**config.mk**
```make
export PLATFORM = sky130hd
export DESIGN_NAME = gmp_ctrl
export DESIGN_NICKNAME = d
export VERILOG_FILES = /design/src/design/gmp_pkg.sv /design/src/design/gmp_ctrl.sv
export SDC_FILE = /design/constraint.sdc
export NUM_CORES = 1
export LEC_CHECK = 0
export BUFFER_PORTS_ARGS = -buffer_cell sky130_fd_sc_hd__clkbuf_2
export CAP_MARGIN = 20
export CORE_AREA = 3 3 40 42
export DETAILED_ROUTE_END_ITERATION = 7
export DIE_AREA = 0 0 43 45
export GPL_TIMING_DRIVEN = 0
export SETUP_SLACK_MARGIN = 0.5
export SYNTH_ARGS = -nofsm -noshare
export SYNTH_HDL_FRONTEND = slang
export SYNTH_SLANG_ARGS = --single-unit
```
**constraint.sdc**
```tcl
create_clock -name clk -period 2.24 [get_ports clk]
set_input_delay 0.336 -clock clk [delete_from_list [all_inputs] [get_ports clk]]
set_output_delay 0.336 -clock clk [all_outputs]
set_load 0.05 [all_outputs]
```
**src/design/gmp_pkg.sv**
```systemverilog
// ----------------------------------------------------------------------------
// gmp_pkg
// Shared types and constants of the grid maze generator.
// ----------------------------------------------------------------------------
package gmp_pkg;

  localparam int DEF_MAX_W          = 32;
  localparam int DEF_MAX_H          = 32;
  localparam int DEF_FRONTIER_DEPTH = 4096;

  localparam int RND_W      = 31;
  localparam int CFG_DATA_W = 6;
  localparam int CFG_IDX_W  = 2;
  localparam logic [CFG_DATA_W-1:0] GRID_DIM_RESET = 6'd16;

  localparam logic [CFG_IDX_W-1:0] CFG_GRID_WIDTH  = 2'd0;
  localparam logic [CFG_IDX_W-1:0] CFG_GRID_HEIGHT = 2'd1;

  localparam logic OP_START = 1'b0;

  typedef enum logic [1:0] {
    SIDE_LEFT  = 2'd0,
    SIDE_RIGHT = 2'd1,
    SIDE_UP    = 2'd2,
    SIDE_DOWN  = 2'd3
  } side_t;

  typedef struct packed {
    logic             operation;
    logic [RND_W-1:0] random_value;
  } in_item_t;

  typedef struct packed {
    logic       wall_opened;
    logic [4:0] cell_x;
    logic [4:0] cell_y;
    logic [1:0] side;
    logic       frontier_empty;
  } out_item_t;

  // Datapath commands issued by the controller, one per cycle.
  typedef enum logic [3:0] {
    DP_NONE,
    DP_ACCEPT,
    DP_CLR,
    DP_MARK,
    DP_DIV,
    DP_RDE,
    DP_RV1,
    DP_RV2,
    DP_CMP,
    DP_NBRD,
    DP_NBCK,
    DP_SHST,
    DP_SHIFT
  } dp_op_t;

  typedef struct packed {
    logic clr_last;
    logic div_last;
    logic cnt_zero;
    logic opens;
    logic nb_last;
    logic shift_done;
    logic is_start;
  } dp_stat_t;

endpackage

```
**src/design/gmp_ctrl.sv**
```systemverilog
// ----------------------------------------------------------------------------
// gmp_ctrl
// Controller: sequences the datapath through clear, divide, test, push, shift.
// ----------------------------------------------------------------------------
module gmp_ctrl (
  input  logic              clk,
  input  logic              rst_n,
  input  logic              start,
  input  logic              in_operation,
  input  gmp_pkg::dp_stat_t stat,
  output gmp_pkg::dp_op_t   op,
  output logic              busy,
  output logic              out_valid
);
  import gmp_pkg::*;

  typedef enum logic [3:0] {
    S_IDLE, S_CLR, S_MARK, S_DIV, S_RDE, S_RV1, S_RV2, S_CMP,
    S_NBRD, S_NBCK, S_SHST, S_SHIFT, S_RES
  } state_t;

  state_t state_r, state_nxt;
  logic   busy_r, out_valid_r;

  always_comb begin
    op        = DP_NONE;
    state_nxt = state_r;
    unique case (state_r)
      S_IDLE: begin
        if (start && !busy_r) begin
          op = DP_ACCEPT;
          if (in_operation == OP_START) state_nxt = S_CLR;
          else if (stat.cnt_zero)       state_nxt = S_RES;
          else                          state_nxt = S_DIV;
        end
      end
      S_CLR: begin
        op = DP_CLR;
        if (stat.clr_last) state_nxt = S_MARK;
      end
      S_MARK: begin
        op        = DP_MARK;
        state_nxt = S_NBRD;
      end
      S_DIV: begin
        op = DP_DIV;
        if (stat.div_last) state_nxt = S_RDE;
      end
      S_RDE: begin
        op        = DP_RDE;
        state_nxt = S_RV1;
      end
      S_RV1: begin
        op        = DP_RV1;
        state_nxt = S_RV2;
      end
      S_RV2: begin
        op        = DP_RV2;
        state_nxt = S_CMP;
      end
      S_CMP: begin
        op        = DP_CMP;
        state_nxt = stat.opens ? S_NBRD : S_SHST;
      end
      S_NBRD: begin
        op        = DP_NBRD;
        state_nxt = S_NBCK;
      end
      S_NBCK: begin
        op = DP_NBCK;
        if (stat.nb_last) state_nxt = stat.is_start ? S_RES : S_SHST;
        else              state_nxt = S_NBRD;
      end
      S_SHST: begin
        op        = DP_SHST;
        state_nxt = S_SHIFT;
      end
      S_SHIFT: begin
        op = DP_SHIFT;
        if (stat.shift_done) state_nxt = S_RES;
      end
      S_RES: state_nxt = S_IDLE;
      default: state_nxt = S_IDLE;
    endcase
  end

  always_ff @(posedge clk) begin
    if (!rst_n) begin
      state_r     <= S_IDLE;
      busy_r      <= 1'b0;
      out_valid_r <= 1'b0;
    end else begin
      state_r     <= state_nxt;
      busy_r      <= state_nxt != S_IDLE;
      out_valid_r <= state_nxt == S_RES;
    end
  end

  assign busy      = busy_r;
  assign out_valid = out_valid_r;

endmodule

```
### Yosys cells after proc, flatten, opt, wreduce, memory -nomap -nowiden

Index checks and enable logic that the tools add are counted.

| word-level totals | value |
|---|---|
| flip-flop bits (word level) | 6 |
| bits of input ports | 11 |
| output and inout port bits | 6 |
| logic and storage cells | 31 |

| cells by class | value |
|---|---|
| equality and inequality tests | 12 |
| multiplexer cells | 12 |
| reduce and logical (&&, ||, !) cells | 4 |

Operator list:

| operator | count |
|---|---|
| $pmux 4 s12 | 2 |
| $mux 4 | 6 |
| $eq 4x4->1 const B | 5 |
| $eq 4x3->1 const B | 4 |
| $eq 4x2->1 const B | 2 |
| $mux 3 | 2 |
| $eq 4x1->1 const B | 1 |
| $logic_not 4->1 | 1 |
| $reduce_bool 4->1 | 1 |
| $mux 2 | 1 |
| $logic_and 1x1->1 | 1 |
| $logic_not 1->1 | 1 |
| $mux 1 | 1 |

### Depth between registers and ports, before layout

Gate-level depths: netlist of the first run.

| logic depth | value |
|---|---|
| depth after elaboration | 5 |
| gate-level depth with buffers | 6 |
| gate-level depth less buffers | 5 |

### Least setup slack after synthesis of the first run

No wires, ideal clock.

| timing | value |
|---|---|
| path kind | register to output |
| from | register busy_r (netlist: busy) |
| to | output port op[0] |
| arrival time | 1.962 ns |
| path slack | -0.058 ns |
| cell stages (with the launch flop) | 3 |
| buffers on the path | 0 |
| cell sequence | dfxtp_1 > nand2b_1 > a221oi_1 |

| on the way | value |
|---|---|
| cells in the longest elaborated chain, start to end | 4 |

Ends and longest elaborated chain:

| item | RTL line | text |
|---|---|---|
| start, declared | gmp_ctrl.sv:23 | `logic busy_r, out_valid_r;` |
| start signal, assigned | gmp_ctrl.sv:90 | `busy_r <= 1'b0;` |
| start signal, assigned | gmp_ctrl.sv:94 | `busy_r <= state_nxt != S_IDLE;` |
| $logic_not 1->1 | gmp_ctrl.sv:30 | `if (start && !busy_r) begin` |
| $logic_and 1x1->1 | gmp_ctrl.sv:30 |  |
| $mux 1 | gmp_ctrl.sv:30 |  |
| $pmux 4 s12 | gmp_ctrl.sv:28 | `unique case (state_r)` |
| end, declared | gmp_ctrl.sv:11 | `output gmp_pkg::dp_op_t op,` |

No other way between the ends.

### Worst setup path after layout of the first run

| timing | value |
|---|---|
| from | register state_r[1] |
| to | output port op[3] |

| on the way | value |
|---|---|
| cells in the longest elaborated chain, start to end | 2 |

Ends and longest elaborated chain:

| item | RTL line | text |
|---|---|---|
| start, declared | gmp_ctrl.sv:22 | `state_t state_r, state_nxt;` |
| start signal, assigned | gmp_ctrl.sv:93 | `state_r <= state_nxt;` |
| $eq 4x4->1 (tied with other cells) | gmp_ctrl.sv:28 |  |
| $pmux 4 s12 * | gmp_ctrl.sv:28 |  |

Mark *: on every way between the ends. The rest lies on a longest branch, timed or not.

==> flow_summary_export.csv, run 1 <==
group,metric,value,unit
clocking,clk_latency,0.24,ns
flow_run,drv_cap,0,
sta,finalCritPeriodShare,76.0,%
logic_synthesis,syn_nets,70,
route,drcViolationCount,0,
logic_synthesis,synth_top_area_cell,"dfxtp_1",
clocking,clock-root-buffer,"clkbuf_4",
logic_synthesis,synth_compound_area_share,20.8,%
logic_synthesis,ys_seq_area_share,24.9,%
hold_path,holdCritStartpoint,"rst_n",
setup_path,crit_slowest_cell,"dfxtp_1",
power,p_switching,0.381,mW
power,ir_drop,0.000603,V
layout,final_cell_mix,"clkbuf_2 (14), nand2_1 (5), nor2_1 (5), dfxtp_1 (5)",
floorplanning,die_area,0.00194,mm^2
setup_path,r2r-end,"busy",
logic_synthesis,yosysUniqueCellTypes,34,
power,p_comb_share,68.6,%
hold_path,min_path_type,"in -> reg",
floorplanning,io-pin-count,17,
setup_path,crit_buf_inv,2,
route,drt_pass1_iterations,5,
layout,final.fill_count,140,
sta,finClkSkew,0.000992,ns
setup_path,critPathCaptureType,"primary output",
setup_path,reg2reg_from,"state_r[0]",
clocking,cts_made_buffers,3,
setup_path,critical_path_required,1.90,ns
floorplanning,die_h,45,um
power,power_density,1290,mW/mm^2
global_routing,grt_pass1_wl,1680,um
logic_synthesis,synthCells,59,
layout,n_antenna_cell,0,
logic_synthesis,synth_top_family_by_area,"simple AND/OR/NAND/NOR gates",
floorplanning,start_util,37.5,%
logic_synthesis,postSynthAreaPerCell,8.16,um^2
floorplanning,row_count,13,
layout,final_common_cell,"clkbuf_2",
setup_path,critPathMaxStageDelay,0.29,ns
global_routing,grt_use_total,11.8,%
floorplanning,die_w,43,um
setup_path,ff2ff_path_depth,5,
logic_synthesis,synth_edf_count,0,
setup_path,start_kind,"flop",
logic_synthesis,synth_flop_cell,"dfxtp_1",
hold_path,hold_end,"state_r[3]",
setup_path,path_max_fanout,9,
clocking,path_clk_slew,0.04,ns
layout,drive_gt1_share,48.7,%
clocking,clock-sinks,6,
layout,multi_input_area,334,um^2
clocking,ctsHoldBuffers,0,
logic_synthesis,yosys-top-cells-area,"dfxtp_1 (25%), nor2b_4 (5.7%), or4_4 (4.7%)",
global_routing,grt_max_degree,11,
power,p_total,0.804,mW
logic_synthesis,synth.top_cell.area_share,24.9,%
sta,relSlewSlack,69.8,%
sta,setup-tns-final,0,ns
route,wire_per_inst,11.5,um
placement,io_buffers,16,
sta,setup_violations,0,
sta,final-hold-violation-count,0,
power,intPower,0.423,mW
hold_path,whs_path_depth,2,
route,postRouteAntennaNets,0,
clocking,htree_levels,1,
sta,fmax,588,MHz
logic_synthesis,synth_seq_cells,6,
layout,syn2layout_area_growth,29.6,%
placement,dp_hpwl,846,um
global_routing,gr-total-overflow,0,
logic_synthesis,synth-xor-area-share,1.82,%
layout,regArea,121,um^2
power,switching_share,47.4,%
clocking,cts_buffer_depth,2,
setup_path,critPathKind,"reg -> out",
setup_path,crit_family,"simple AND/OR/NAND/NOR gates",
sta,finalCriticalPeriod,1.70,ns
setup_path,reg2reg_slack,0.64,ns
route,drt-total-wl,1070,um
setup_path,arrival,1.37,ns
route,post_drt_via_cell_ratio,5.11,
route,num_vias,475,
sta,final_max_slew_viol_count,0,
layout,utilization,48.6,%
sta,worstMarginPinSlew,0.449,ns
placement,gp_congestion,0.756,
power,clock_power_share,12.1,%
global_routing,antenna_found_initial,0,
logic_synthesis,netlist_area,482,um^2
setup_path,crit_chain,"buf_2 -> nand2_2 -> nor2b_4 -> or2_2 -> clkbuf_4",
logic_synthesis,synthAdderAreaFrac,0,%
logic_synthesis,ys_warn_count,0,
status,outcome,"completed",
logic_synthesis,muxShareOfSynthArea,2.08,%
clocking,postCtsSetupBuffers,0,
floorplanning,core,0.00128,mm^2
sta,rsz0062_at_grt,"true",
global_routing,first_global_vias,430,
route,drt_iter0_drc,15,
logic_synthesis,synthSimpleGateAreaFrac,43.4,%
power,seq_power_share,19.4,%
layout,nNetsFinal,91,
clocking,cts_tree,"built",
logic_synthesis,synthArstFlopShare,0,%
power,p_leak,0.261,nW
sequential cells by signal, indices dropped and copies added (netlist names):
signal and count:
busy 1, out_valid 1, state_r 4
power by group through the flow:
stage / Combinational (mW) / Clock (mW) / Sequential (mW)
2_1_floorplan: 0.406 / 0 / 0.187
3_3_place_gp: 0.529 / 0 / 0.158
3_5_place_dp: 0.527 / 0 / 0.157
4_1_cts: 0.553 / 0.102 / 0.155
5_1_grt: 0.586 / 0.102 / 0.159
6_report: 0.551 / 0.0970 / 0.156
cells in the mapped netlist, types with 2 or more instances:
cell type / number
buf_2: 3
dfxtp_1: 6
nor2_1: 5
or4_4: 2
nand2b_1: 2
and2b_4: 2
nand2_1: 5
nor2b_4: 2
nor3_1: 4
o31ai_1: 2
a21oi_1: 2
o21ai_0: 2
logic make-up after synthesis:
family | Yosys count
flops | 6
mux | 1
compound gates | 14
simple gates | 31
buf+inv | 6
xor+xnor | 1
worst max path at each step:
stage                    start  endpoint  slack, ns  cells after the start
finish              state_r[1]     op[3]       0.54                      5
global route        state_r[1]     op[3]       0.50                      5
CTS                 state_r[2]     op[0]       0.50                      4
detailed placement  state_r[2]     op[0]       0.64                      4
global placement    state_r[0]      busy       0.62                      5
floorplan                 busy     op[0]       0.39                      2
stage by stage:
stage	setup slack [ns]	hold WS, ns	instances	instance area, um^2
2_1_floorplan	0.395	0.481	59	488
3_3_place_gp	0.624	0.585	90	587
3_5_place_dp	0.643	0.588	90	587
4_1_cts	0.501	0.334	93	623
5_1_grt	0.496	0.352	93	624
6_report	0.538	0.337	93	624
metal layers:
layer	track usage (%)	routed length (um)	vias to the layer above
met3	1.20	59	4
met1	15.4	506	200
met2	17.1	478	16
li1	-	-	255
met4	10.8	23	0
met5	0	0	-
repair_timing:
| item | in CTS | in global routing |
|---|---|---|
| setup endpoints to repair | 2 | 2 |
| resized for setup | 4 | 1 |
| cloned | 0 | 0 |
final cells by class:
cell class                 count  share of cell area (%)
buffer                         4                    4.61
clock buffer                   3                    3.61
inverter                       2                    1.20
multi-input combinational     47                    53.5
sequential                     6                    19.4
tap                           15                    3.01
timing repair buffer          16                    14.6
worst reg2reg max path, cell delays in order, from the launching register on:
cell and delay (ns):
dfxtp_1 0.37, buf_2 0.24, nand2_1 0.07, a22o_1 0.24, a222oi_1 0.41, a31oi_1 0.13
Power figures use the tool's default switching activity.
==> run 2, diff against run 1 <==
==> constraint.sdc (replaced) <==
create_clock -name clk -period 1.39 [get_ports clk]
set_input_delay 0.2085 -clock clk [delete_from_list [all_inputs] [get_ports clk]]
set_output_delay 0.2085 -clock clk [all_outputs]
set_load 0.05 [all_outputs]
==> flow_summary_export.csv, run 2 (synthesized netlist as in run 1, its figures left out) <==
group,metric,value,unit
power,seq_power_share,16.8,%
route,num_vias,540,
clocking,clock-root-buffer,"clkbuf_4",
global_routing,grt_pass1_wl,2110,um
sta,final-hold-violation-count,0,
hold_path,min_path_type,"in -> reg",
sta,finalCritPeriodShare,112,%
status,outcome,"finished with violations",
power,power_density,1990,mW/mm^2
placement,io_buffers,16,
layout,utilization,69.7,%
placement,place_area,671,um^2
layout,n_antenna_cell,0,
placement,gp_congestion,0.722,
clocking,htree_levels,1,
sta,final_max_slew_viol_count,0,
setup_path,reg2reg_slack,-0.17,ns
sta,relSlewSlack,69.8,%
layout,multi_input_area,420,um^2
placement,dp_hpwl,928,um
layout,syn2layout_area_growth,86.0,%
setup_path,critPathKind,"reg -> reg",
layout,final_cell_mix,"clkbuf_2 (10), buf_4 (8), buf_8 (7)",
clocking,ctsHoldBuffers,0,
setup_path,crit_slowest_cell,"or4_4",
global_routing,grt_max_degree,11,
sta,finClkSkew,0.00635,ns
floorplanning,die_h,45,um
global_routing,gr-total-overflow,0,
setup_path,critPathMaxStageDelay,0.52,ns
sta,setup_violations,9,
sta,finalCriticalPeriod,1.56,ns
clocking,cts_tree,"built",
power,intPower,1.01,mW
layout,top_register,"state_r",
setup_path,critical_path_required,1.52,ns
floorplanning,row_count,13,
sta,fin_ws,-0.166,ns
setup_path,arrival,1.68,ns
power,clock_power_share,9.5,%
power,switching_share,43.2,%
floorplanning,start_util,37.5,%
route,drcViolationCount,0,
global_routing,first_global_vias,537,
sta,rsz0062_at_grt,"true",
setup_path,start_kind,"flop",
power,p_leak,0.358,nW
route,drt-total-wl,1330,um
setup_path,crit_top_cell,"nor2b_4",
layout,fin_area,896,um^2
power,p_total,1.78,mW
setup_path,critPathCaptureType,"flop",
floorplanning,die_w,43,um
layout,nNetsFinal,100,
route,post_drt_via_cell_ratio,5.24,
clocking,path_clk_slew,0.04,ns
floorplanning,die_area,0.00194,mm^2
power,p_switching,0.770,mW
clocking,cts_buffer_depth,2,
setup_path,crit_chain,"and2b_4 -> nor2b_4 -> or4_4 -> and2_4 -> nor2b_4",
clocking,clock-sinks,6,
power,ir_drop,0.00123,V
route,drt_pass1_iterations,4,
floorplanning,io-pin-count,17,
layout,drive_gt1_share,68.2,%
sta,fmax,643,MHz
floorplanning,core,0.00128,mm^2
route,drt_iter0_drc,9,
layout,final_common_cell,"clkbuf_2",
global_routing,antenna_found_initial,0,
layout,regArea,133,um^2
status,violations,"negative setup slack",
setup_path,path_max_fanout,6,
sta,worstMarginPinSlew,0.450,ns
layout,final.fill_count,112,
layout,largest_register_ffs,4,
sta,holdWs,0.220,ns
clocking,cts_made_buffers,3,
flow_run,drv_cap,0,
route,wire_per_inst,12.9,um
clocking,clk_latency,0.24,ns
global_routing,grt_use_total,14.8,%
power,p_comb_share,73.7,%
route,postRouteAntennaNets,0,
[run 2: changes by cell type in the layout (fill, tap and decap cells not counted), sizes merged]
| cell | previous run | this run |
|---|---|---|
| buf | 4 | 16 |
| clkbuf | 19 | 17 |
[run 2: final cells by class]
cell class,instances,share of cell area [%]
timing repair buffer,25,25.7
sequential,6,14.8
multi-input combinational,47,46.9
buffer,4,6.70
inverter,2,0.838
clock buffer,4,2.93
tap,15,2.09
[run 2: worst paths after layout]
| kind | to | cells after the start | start |
|---|---|---|---|
| max | out_valid | 5 | state_r[2] |
| min | state_r[3] | 2 | rst_n |
| max reg2reg | out_valid | 5 | state_r[2] |
| min reg2reg | state_r[1] | 3 | state_r[1] |
[run 2: timing repair]
action | in CTS | in global routing
gates resized for setup | 25 | 6
buffers inserted | 6 | 3
endpoints found under the setup margin | 12 | 12
pin swaps | 4 | 6
[run 2: layer usage]
layer / vias up / GRT usage [%] / share of wire [%]
met4: 0 / 10.8 / 1.7
met3: 4 / 3.59 / 4.9
met1: 246 / 16.9 / 45
met5: - / 0 / 0
met2: 16 / 24.3 / 48
li1: 274 / - / -
[run 2: power by group through the flow]
stage	combinational [mW]	clock (mW)	sequential [mW]
2_1_floorplan	0.768	0	0.337
3_3_place_gp	0.969	0	0.289
3_5_place_dp	0.969	0	0.290
4_1_cts	1.22	0.177	0.296
5_1_grt	1.38	0.186	0.306
6_report	1.31	0.170	0.299
[run 2: critical path, delay by kind of cell (launching register included)]
family	cells	cell delay (ns)
flops	1	0.35
simple gates	5	1.09
[run 2: through the flow]
step                instances  setup slack [ns]  setup TNS, ns
floorplan                  59            -0.106         -0.224
global placement           90            -0.187         -0.648
detailed placement         90            -0.168         -0.628
CTS                       100            -0.165         -0.839
global route              103            -0.200          -1.24
finish                    103            -0.166         -0.865
==> run 3, diff against run 2 <==
--- a/config.mk
+++ b/config.mk
@@ -7,11 +7,10 @@
 export LEC_CHECK = 0
 export BUFFER_PORTS_ARGS = -buffer_cell sky130_fd_sc_hd__clkbuf_2
 export CAP_MARGIN = 20
-export CORE_AREA = 3 3 40 42
+export CORE_AREA = 2 2 39 41
 export DETAILED_ROUTE_END_ITERATION = 7
-export DIE_AREA = 0 0 43 45
-export GPL_TIMING_DRIVEN = 0
-export SETUP_SLACK_MARGIN = 0.5
+export DIE_AREA = 0 0 41 43
+export SETUP_SLACK_MARGIN = 0.4
 export SYNTH_ARGS = -nofsm -noshare
 export SYNTH_HDL_FRONTEND = slang
 export SYNTH_SLANG_ARGS = --single-unit
==> flow_summary_export.csv, run 3 (synthesized netlist as in run 1, its figures left out) <==
group,metric,value,unit
setup_path,critPathMaxStageDelay,0.53,ns
setup_path,r2r-end,"out_valid",
clocking,clock-sinks,6,
setup_path,critical_path_required,1.52,ns
clocking,clock-root-buffer,"clkbuf_4",
layout,final_common_cell,"buf_4",
sta,holdWs,0.223,ns
hold_path,whs_path_depth,2,
flow_run,drv_cap,0,
route,drt_iter0_drc,6,
route,postRouteAntennaNets,0,
sta,finalCritPeriodShare,114,%
layout,finalNonFillerCells,107,
floorplanning,die_area,0.00176,mm^2
setup_path,path_max_fanout,4,
route,drt_pass1_iterations,4,
power,p_total,1.78,mW
route,drt-total-wl,1590,um
hold_path,holdCritStartpoint,"rst_n",
status,outcome,"finished with violations",
layout,syn2layout_area_growth,91.7,%
global_routing,use_met2,32.8,%
sta,finalCriticalPeriod,1.58,ns
layout,nNetsFinal,103,
clocking,clk_latency,0.24,ns
floorplanning,core,0.00138,mm^2
setup_path,critPathKind,"reg -> reg",
power,ir_drop,0.00111,V
floorplanning,die_w,41,um
sta,worstMarginPinSlew,0.513,ns
global_routing,first_global_vias,540,
setup_path,crit_top_cell,"nor2b_4",
setup_path,arrival,1.71,ns
clocking,ctsHoldBuffers,0,
layout,drive_gt1_share,71.4,%
sta,fin_ws,-0.194,ns
global_routing,grt_max_degree,10,
setup_path,crit_chain,"and2b_4 -> nor2b_4 -> or4_4 -> and2_4 -> nor2b_4",
layout,top_register,"state_r",
clocking,cts_tree,"built",
power,power_density,1930,mW/mm^2
power,p_leak,0.366,nW
sta,fmax,631,MHz
layout,n_antenna_cell,0,
global_routing,gr-total-overflow,0,
route,wire_per_inst,14.9,um
sta,final-hold-violation-count,0,
layout,final_cell_mix,"buf_4 (11), clkbuf_2 (10), buf_6 (6), nand2_1 (4), clkbuf_4 (4)",
global_routing,antenna_found_initial,0,
clocking,cts_made_buffers,3,
sta,setup-tns-final,-1.12,ns
sta,setup_violations,10,
floorplanning,row_count,14,
setup_path,crit_slowest_cell,"or4_4",
route,drcViolationCount,0,
hold_path,min_path_type,"in -> reg",
setup_path,reg2reg_slack,-0.19,ns
global_routing,grt_use_total,18.2,%
global_routing,grt_use_met1,18.9,%
clocking,htree_levels,1,
placement,io_buffers,16,
clocking,path_clk_slew,0.04,ns
floorplanning,io-pin-count,17,
global_routing,grt_use_met3,3.14,%
hold_path,hold_end,"state_r[3]",
setup_path,reg2reg_from,"state_r[3]",
global_routing,busiest_layer,"met2",
placement,gp_congestion,0.811,
sta,rsz0062_at_grt,"true",
setup_path,critPathCaptureType,"flop",
sta,final_max_slew_viol_count,0,
status,violations,"negative setup slack",
setup_path,start_kind,"flop",
placement,dp_hpwl,1110,um
clocking,cts_buffer_depth,2,
setup_path,ff2ff_path_depth,5,
floorplanning,start_util,34.8,%
global_routing,grt_pass1_wl,2170,um
placement,dpl.cell_count,101,
sta,relSlewSlack,65.6,%
layout,largest_register_ffs,4,
route,num_vias,561,
floorplanning,die_h,43,um
sta,finClkSkew,0.00401,ns
route,post_drt_via_cell_ratio,5.24,
[run 3: changes by cell type in the layout (fill, tap and decap cells not counted), sizes merged]
| cell | previous run | this run |
|---|---|---|
| buf | 16 | 20 |
| clkbuf | 17 | 16 |
[run 3: metal layers]
metal  wire length, um  up-vias  part of all wire (%)
met5                 0        -                     0
met4                 5        0                  0.31
met3                42        2                   2.6
met2               957       15                    60
met1               586      262                    37
li1                  -      282                     -
[run 3: how the worst max path moves through the flow]
stage / startpoint / to / slack [ns] / cells after the start
after floorplan: state_r[3] / out_valid / -0.11 / 5
after global placement: state_r[3] / busy / -0.16 / 5
after detailed placement: state_r[2] / busy / -0.21 / 6
after CTS: state_r[3] / busy / -0.16 / 5
after global routing: state_r[3] / busy / -0.24 / 5
final: state_r[3] / out_valid / -0.19 / 5
[run 3: cell type report]
cell class | count | area (um^2)
fill | 120 | 460
timing repair buffer | 32 | 278
multi-input combinational | 47 | 460
clock buffer | 4 | 26.3
tap | 16 | 20.0
inverter | 2 | 7.51
sequential | 6 | 131
[run 3: what timing repair did]
item	in CTS	in global routing
buffers inserted	2	0
endpoints found under the hold margin	0	0
gates resized for setup	22	13
pin swaps	2	6
setup endpoints to repair	12	12
[run 3: power by group]
group / leakage (nW) / switching, mW / total, mW / internal, mW
Clock: 0.0150 / 0.0625 / 0.171 / 0.109
Combinational: 0.299 / 0.648 / 1.28 / 0.631
Sequential: 0.0517 / 0.0908 / 0.330 / 0.239
Total: 0.366 / 0.801 / 1.78 / 0.979
[run 3: through the flow]
stage / util (%) / cell area [um^2] / setup WS (ns)
3_3_place_gp: 53.2 / 736 / -0.155
2_1_floorplan: - / 572 / -0.106
4_1_cts: 62.7 / 867 / -0.163
5_1_grt: 66.7 / 923 / -0.235
6_report: 66.7 / 923 / -0.194
3_5_place_dp: 53.2 / 736 / -0.209
[run 3: worst max-delay path, delay by kind of cell (launching register included)]
family / cells / cell delay [ns]
flip-flops: 1 / 0.34
AND/OR/NAND/NOR: 5 / 1.13
